### config.mk
export PLATFORM = sky130hd
export DESIGN_NAME = piq_tri
export DESIGN_NICKNAME = d
export VERILOG_FILES = /design/src/rtl/core/piq_pkg.sv /design/src/rtl/core/piq_tri.sv
export SDC_FILE = /design/constraint.sdc
export NUM_CORES = 2
export LEC_CHECK = 0
export BUFFER_PORTS_ARGS = -buffer_cell sky130_fd_sc_hd__clkbuf_2
export CORE_MARGIN = 10
export CORE_UTILIZATION = 45
export DETAILED_ROUTE_END_ITERATION = 6
export HOLD_SLACK_MARGIN = 0.02
export PLACE_DENSITY = 0.59
export SLEW_MARGIN = 40
export SYNTH_ARGS = -nofsm -noshare
export SYNTH_HDL_FRONTEND = slang
export SYNTH_SLANG_ARGS = --single-unit
### constraint.sdc
create_clock -name clk -period 11.7 [get_ports clk]
set_clock_uncertainty 0.15 [all_clocks]
set_input_delay 2.34 -clock clk [delete_from_list [all_inputs] [get_ports clk]]
set_output_delay 2.34 -clock clk [all_outputs]
set_load 0.05 [all_outputs]
### src/rtl/core/piq_pkg.sv
// Package for the point-in-quad test unit: default widths, register
// indexes and the stage-advance struct shared by the datapath modules.
// No dependencies.
package piq_pkg;

  localparam int COORD_WIDTH_DEF = 16;
  localparam int NUM_CORNERS     = 4;
  localparam int NUM_TRIS        = 6;   // four point triangles, two quad halves
  localparam int CFG_IDX_WIDTH   = 3;

  typedef enum logic [CFG_IDX_WIDTH-1:0] {
    REG_C0X = 3'd0,
    REG_C0Y = 3'd1,
    REG_C1X = 3'd2,
    REG_C1Y = 3'd3,
    REG_C2X = 3'd4,
    REG_C2Y = 3'd5,
    REG_C3X = 3'd6,
    REG_C3Y = 3'd7
  } cfg_reg_t;

  // Load enables for the two stages inside a triangle-area slice.
  typedef struct packed {
    logic s2;
    logic s3;
  } piq_adv_t;

endpackage

### src/rtl/core/piq_tri.sv
// One doubled-triangle-area slice: two products, then |difference|.
// Two register stages; depends on piq_pkg for the advance struct.
module piq_tri import piq_pkg::*; #(
  parameter int COORD_WIDTH = COORD_WIDTH_DEF,
  localparam int DW = COORD_WIDTH + 1,
  localparam int PW = 2 * DW,
  localparam int AW = PW + 1
) (
  input  logic                 clk,
  input  piq_adv_t             adv,
  input  logic signed [DW-1:0] e_dx,
  input  logic signed [DW-1:0] p_dy,
  input  logic signed [DW-1:0] e_dy,
  input  logic signed [DW-1:0] p_dx,
  output logic        [AW-1:0] area
);

  logic signed [PW-1:0] t1_r, t2_r;
  logic signed [PW-1:0] t1_nxt, t2_nxt;
  logic signed [AW-1:0] cross_v;
  logic        [AW-1:0] area_r, area_nxt;

  assign t1_nxt = PW'(e_dx) * PW'(p_dy);
  assign t2_nxt = PW'(e_dy) * PW'(p_dx);

  always_ff @(posedge clk) begin
    if (adv.s2) begin
      t1_r <= t1_nxt;
      t2_r <= t2_nxt;
    end
  end

  always_comb begin
    cross_v  = AW'(t1_r) - AW'(t2_r);
    area_nxt = cross_v[AW-1] ? AW'(-cross_v) : AW'(cross_v);
  end

  always_ff @(posedge clk) begin
    if (adv.s3) begin
      area_r <= area_nxt;
    end
  end

  assign area = area_r;

endmodule

; ---- After elaboration in Yosys (flattened, before gate mapping)
; Index checks and enable logic that the tools add are counted.
[word_totals]
regBits = 103
latchBits = 0
ramBits = 0
mem_bits_ro = 0
out_inout_bits = 35
elab_cells = 9
mem_count = 0
[op_classes]
n_addsub = 2
multipliers = 2
div_mod_pow = 0
magnitude_cmp = 0
eq_ne = 0
n_shift = 0
mux = 1
bitwise = 0
n_reduce_logical = 0
[op_table]
columns = cell, n
row1 = 17-bit by 17-bit multiplier with 34-bit output, 2
row2 = 35-bit negation, 1
row3 = 34-bit by 34-bit subtractor with 35-bit output, 1
row4 = 34-bit 2-to-1 mux, 1

; ---- Depth between registers and ports, before layout
[depth]
word_depth = 3
ltp_mapped = 26
depth_no_buf = 24

; ---- Least setup slack after synthesis
; Ideal clock, no wire load.
[synth_timing]
path_type = input-to-reg
start = in p_dx[8]
end = reg t2_r[33] (data pin)
t_arrival_ps = 8012
required_time_ps = 11290
setup_slack_ps = 3278
stages = 25
n_path_buf = 2
path_cell_list = clkbuf_1 -> clkbuf_1 -> nand2_1 -> fa_1 -> inv_1 -> fa_1 -> inv_1 -> fa_1 -> inv_1 -> fa_1 -> fa_1 -> inv_1 -> fa_1 -> inv_1 -> ha_1 -> a21o_1 -> a21oi_1 -> nor2b_1 -> o21ai_0 -> a21oi_1 -> o41ai_1 -> a21oi_1 -> a211o_1 -> a21oi_1 -> xnor2_1
[synth_via]
elab_chain_cells = 1
[synth_rtl]
columns = element, line
row1 = start: declaration, piq_tri.sv:14  ; input logic signed [DW-1:0] p_dx,
row2 = 17-bit by 17-bit multiplier with 34-bit output, piq_tri.sv:24  ; assign t2_nxt = PW'(e_dy) * PW'(p_dx);
row3 = named net t2_nxt[33], piq_tri.sv:19  ; logic signed [PW-1:0] t1_nxt, t2_nxt;
row4 = end signal: assignment, piq_tri.sv:29  ; t2_r <= t2_nxt;
row5 = end: declaration, piq_tri.sv:18  ; logic signed [PW-1:0] t1_r, t2_r;
; The timed path passes the listed nets, and every way through them passes these cells.
; A chain may end at the register's enable or synchronous reset.

; ---- Worst setup path in the final report
[layout_timing]
start = in p_dx[2]
end = reg t2_r[33] (data pin)
; The elaborated chain is that of the path after synthesis.

==> run_summary.xml <==
<?xml version="1.0" encoding="UTF-8"?>
<metrics>
  <group name="outcome">
    <metric name="status" unit="">completed</metric>
  </group>
  <group name="sta">
    <metric name="final_slew_viol_count" unit="">0</metric>
    <metric name="timing.slew.headroom" unit="">0.518</metric>
    <metric name="min_tclk_post_route" unit="ns">8.67</metric>
    <metric name="unrepaired_setup_endpoints_after_global_routing" unit="">no</metric>
    <metric name="final_hold_viol_count" unit="">0</metric>
    <metric name="setup-tns-final" unit="ns">0</metric>
    <metric name="timing.final.crit_share" unit="">0.741</metric>
    <metric name="postLayoutSetupSlackWorst" unit="ns">3.03</metric>
    <metric name="tightestPinTransition" unit="ns">0.723</metric>
    <metric name="final-setup-viol-count" unit="">0</metric>
    <metric name="maxClockFrequency" unit="GHz">0.115</metric>
  </group>
  <group name="placement">
    <metric name="io_buffer_count" unit="">105</metric>
    <metric name="detailed_place.area" unit="um^2">28900</metric>
    <metric name="gp_congestion" unit="">0.856</metric>
    <metric name="pre_cts_ws" unit="ns">2.66</metric>
    <metric name="dp_hpwl" unit="um">52700</metric>
  </group>
  <group name="detailed_routing">
    <metric name="drt_iter0_markers" unit="">1268</metric>
    <metric name="drt.antenna.violating_nets" unit="">0</metric>
    <metric name="drt_wl_total" unit="um">61700</metric>
    <metric name="drt-wirelength-per-cell" unit="um">16.5</metric>
    <metric name="drcViolationCount" unit="">0</metric>
    <metric name="firstDrtPassIters" unit="">5</metric>
    <metric name="vias_after_detailed_routing" unit="">19600</metric>
    <metric name="via_per_inst" unit="">5.23</metric>
  </group>
  <group name="cts">
    <metric name="htreeDepth" unit="">3</metric>
    <metric name="cts_hold_repair.buffers" unit="">0</metric>
    <metric name="cts.root.buffer_cell" unit="">sky130_fd_sc_hd__clkbuf_16</metric>
    <metric name="cts.path.max_buffers" unit="">2</metric>
    <metric name="clk_latency" unit="ns">0.37</metric>
    <metric name="cts_tree" unit="">done</metric>
    <metric name="numClockSinks" unit="">103</metric>
    <metric name="clkTransAtPathRegs" unit="ns">0.08</metric>
    <metric name="inserted_clock_buffers" unit="">9</metric>
    <metric name="post_cts_resize_count" unit="">0</metric>
    <metric name="postCtsSetupRepairBufs" unit="">0</metric>
  </group>
  <group name="worst_hold_path">
    <metric name="hold_path_class" unit="">reg2reg</metric>
    <metric name="hold_path_depth" unit="">2</metric>
  </group>
  <group name="critical_path">
    <metric name="cp-start-kind" unit="">primary input</metric>
    <metric name="crit_slowest_cell" unit="">sky130_fd_sc_hd__fa_1</metric>
    <metric name="timing.critical_path.to_type" unit="">flop</metric>
    <metric name="critical_path.max_stage_delay" unit="ns">0.92</metric>
    <metric name="path_delay_family" unit="">adder cells</metric>
    <metric name="worst-setup-path-type" unit="">in2reg</metric>
    <metric name="worstPathMaxFanout" unit="">17</metric>
    <metric name="cpMostUsedCell" unit="">sky130_fd_sc_hd__fa_1</metric>
    <metric name="cell_depth_of_the_worst_setup_path" unit="">21</metric>
    <metric name="r2r_cells" unit="">14</metric>
    <metric name="critical_path.cell_chain" unit="">clkbuf_2 -&gt; nand2_1 -&gt; inv_1 -&gt; fa_1 -&gt; fa_1 -&gt; fa_1 -&gt; fa_1 -&gt; fa_1 -&gt; inv_1 -&gt; fa_1 -&gt; inv_1 -&gt; ha_1 -&gt; nand4_1 -&gt; o21bai_1 -&gt; or3_1 -&gt; nor2_1 -&gt; o41ai_1 -&gt; a21oi_1 -&gt; a211o_1 -&gt; a21oi_1 -&gt; xnor2_1</metric>
    <metric name="worst-endpoint-required" unit="ns">11.67</metric>
    <metric name="timing.critical_path.arrival" unit="ns">8.64</metric>
    <metric name="cp_num_buf_inv" unit="">4</metric>
  </group>
  <group name="global_route">
    <metric name="grt_pass1_vias" unit="">21600</metric>
    <metric name="wire_length_of_the_first_global_routing_pass" unit="um">107000</metric>
    <metric name="grt_use_total" unit="">0.184</metric>
    <metric name="gr-total-overflow" unit="">0</metric>
    <metric name="antenna_found_initial" unit="">0</metric>
    <metric name="maximum_number_of_pins_on_one_net_before_global_route_repair" unit="">44</metric>
  </group>
  <group name="floorplan">
    <metric name="dieHeight" unit="um">268</metric>
    <metric name="starting_density" unit="">0.457</metric>
    <metric name="die-width" unit="um">268</metric>
    <metric name="die_area" unit="um^2">71900</metric>
    <metric name="rows" unit="">90</metric>
    <metric name="coreArea" unit="um^2">60700</metric>
    <metric name="num_io_pins" unit="">106</metric>
  </group>
  <group name="logic_synthesis">
    <metric name="ys_seq_area_frac" unit="">0.112</metric>
    <metric name="yosys_warnings" unit="">0</metric>
    <metric name="synth_area" unit="um^2">27700</metric>
    <metric name="post_synth_inst_count" unit="">2939</metric>
    <metric name="postSynth.asyncResetShare" unit="">0</metric>
    <metric name="synth_seq_cells" unit="">103</metric>
    <metric name="number_of_enable_type_register_cells_in_the_synthesized_netlist" unit="">103</metric>
    <metric name="synthDistinctLibCells" unit="">72</metric>
    <metric name="syn_nets" unit="">3808</metric>
    <metric name="synth.avg_cell_area" unit="um^2">9.43</metric>
    <metric name="synth_flop_cell" unit="">sky130_fd_sc_hd__edfxtp_1</metric>
  </group>
  <group name="cells_and_area">
    <metric name="antenna_diode_count" unit="">0</metric>
    <metric name="fin_util" unit="">0.482</metric>
    <metric name="final_cell_area" unit="um^2">29200</metric>
    <metric name="finish.net_count" unit="">3832</metric>
    <metric name="drive_gt1_frac" unit="">0.0492</metric>
    <metric name="syn2layout_area_growth" unit="%">5.43</metric>
  </group>
  <group name="job">
    <metric name="max_cap_viol_count" unit="">0</metric>
  </group>
</metrics>
-- sequential cells by signal (all words and copies together), names as in the netlist --
name	cells
t2_r	34
area	35
t1_r	34
-- final timing paths --
path / slack [ns] / end / from
min reg2reg: 0.67 / area[0] / t2_r[0]
min: 0.67 / area[0] / t2_r[0]
max reg2reg: 7.19 / area[33] / t1_r[0]
max: 3.03 / t2_r[33] / p_dx[2]
-- area by class of cell --
cell class                      instances  area, um^2
Timing Repair Buffer                  107         556
Tap cell                              782         978
Inverter                              672        2520
Multi-Input combinational cell       2070       21800
Sequential cell                       103        3090
Clock buffer                            9         225
Fill cell                            5721       31500
Clock inverter                          7        86.3
-- cell usage in the layout, fill, tap and decap left out, types with 11 or more instances in the layout --
cell type	Yosys	final
sky130_fd_sc_hd__xor2_1	31	31
sky130_fd_sc_hd__a31oi_1	14	14
sky130_fd_sc_hd__nand2b_1	21	21
sky130_fd_sc_hd__nor2b_1	12	12
sky130_fd_sc_hd__nand4_1	16	16
sky130_fd_sc_hd__or3_1	11	11
sky130_fd_sc_hd__and2_1	299	299
sky130_fd_sc_hd__o21ai_0	48	48
sky130_fd_sc_hd__nand2_1	314	314
sky130_fd_sc_hd__o21a_1	14	14
sky130_fd_sc_hd__edfxtp_1	103	103
sky130_fd_sc_hd__nor2_1	105	105
sky130_fd_sc_hd__xnor2_1	95	95
sky130_fd_sc_hd__fa_1	593	592
sky130_fd_sc_hd__clkbuf_2	0	103
sky130_fd_sc_hd__a21o_1	30	30
sky130_fd_sc_hd__inv_1	672	672
sky130_fd_sc_hd__a21oi_1	78	78
sky130_fd_sc_hd__nand3_1	31	31
sky130_fd_sc_hd__nor3_1	32	32
sky130_fd_sc_hd__ha_1	205	205
-- stage by stage --
stage | hold slack, ns | cells
3_5_place_dp | 0.701 | 3734
6_report | 0.670 | 3750
3_3_place_gp | 0.679 | 3733
5_1_grt | 0.730 | 3750
2_1_floorplan | 0.505 | 2939
4_1_cts | 0.712 | 3750
-- synthesized netlist by cell type, types with 3 or more instances --
cell type                   count  share of area
sky130_fd_sc_hd__a2111oi_0      3        0.00095
sky130_fd_sc_hd__a211oi_1       9         0.0024
sky130_fd_sc_hd__o21a_1        14         0.0038
sky130_fd_sc_hd__nor2_1       105          0.014
sky130_fd_sc_hd__nand4_1       16         0.0036
sky130_fd_sc_hd__nand2b_1      21         0.0047
sky130_fd_sc_hd__a21oi_1       78          0.014
sky130_fd_sc_hd__a31oi_1       14         0.0032
sky130_fd_sc_hd__clkbuf_1      88          0.012
sky130_fd_sc_hd__xor2_1        31         0.0098
sky130_fd_sc_hd__o31ai_1        9         0.0024
sky130_fd_sc_hd__and3_1         6         0.0014
sky130_fd_sc_hd__ha_1         205          0.093
sky130_fd_sc_hd__a22oi_1        3        0.00081
sky130_fd_sc_hd__a211oi_2       3         0.0014
sky130_fd_sc_hd__edfxtp_1     103           0.11
sky130_fd_sc_hd__a211o_1        8         0.0025
sky130_fd_sc_hd__nand3_1       31         0.0056
sky130_fd_sc_hd__o311a_1        4         0.0014
sky130_fd_sc_hd__nand2_1      314          0.043
sky130_fd_sc_hd__xnor2_1       95          0.030
sky130_fd_sc_hd__or3_1         11         0.0025
sky130_fd_sc_hd__o2111ai_1      3        0.00095
sky130_fd_sc_hd__nor3_1        32         0.0058
sky130_fd_sc_hd__fa_1         593           0.43
sky130_fd_sc_hd__or2_2          4        0.00090
sky130_fd_sc_hd__and2_1       299          0.067
sky130_fd_sc_hd__o21ai_1        5        0.00090
sky130_fd_sc_hd__o211ai_1       6         0.0016
sky130_fd_sc_hd__a21o_1        30         0.0081
sky130_fd_sc_hd__buf_2          3        0.00054
sky130_fd_sc_hd__o21ai_0       48         0.0087
sky130_fd_sc_hd__inv_1        672          0.091
sky130_fd_sc_hd__nor2b_1       12         0.0027
sky130_fd_sc_hd__o21bai_1       9         0.0024
sky130_fd_sc_hd__a21boi_0       4         0.0011
-- logic make-up (layout without fill, tap and decap cells) --
logic type	count (synthesis)	count (layout)	synth area share
AND/OR/NAND/NOR	872	872	0.159
adder cells (fa/ha/maj)	798	798	0.521
multiplexers	1	1	0.000361
buffers and inverters	766	795	0.104
flip-flops	103	103	0.112
XOR/XNOR	126	126	0.0398
AO/OA/AOI/OAI	273	273	0.0651
-- worst reg2reg max path: cells and delay by family (launching register included) --
kind | cells | cell delay (ns)
AOI/OAI and AO/OA | 4 | 0.92
adders and majority gates | 2 | 0.57
buffers and inverters | 2 | 0.12
DFF | 1 | 0.37
xor gates and xnor gates | 2 | 0.62
and+or+nand+nor | 4 | 1.50
-- routing by layer --
metal	up-vias	global-route usage	wire length (um)
met5	-	0	0
met4	0	0.0316	971
met3	72	0.0196	2460
met2	393	0.323	31700
met1	10100	0.245	26600
li1	8989	-	-
Power is not shown: default switching activity piles up to over one toggle a cycle in this logic, so the estimate is an artifact.
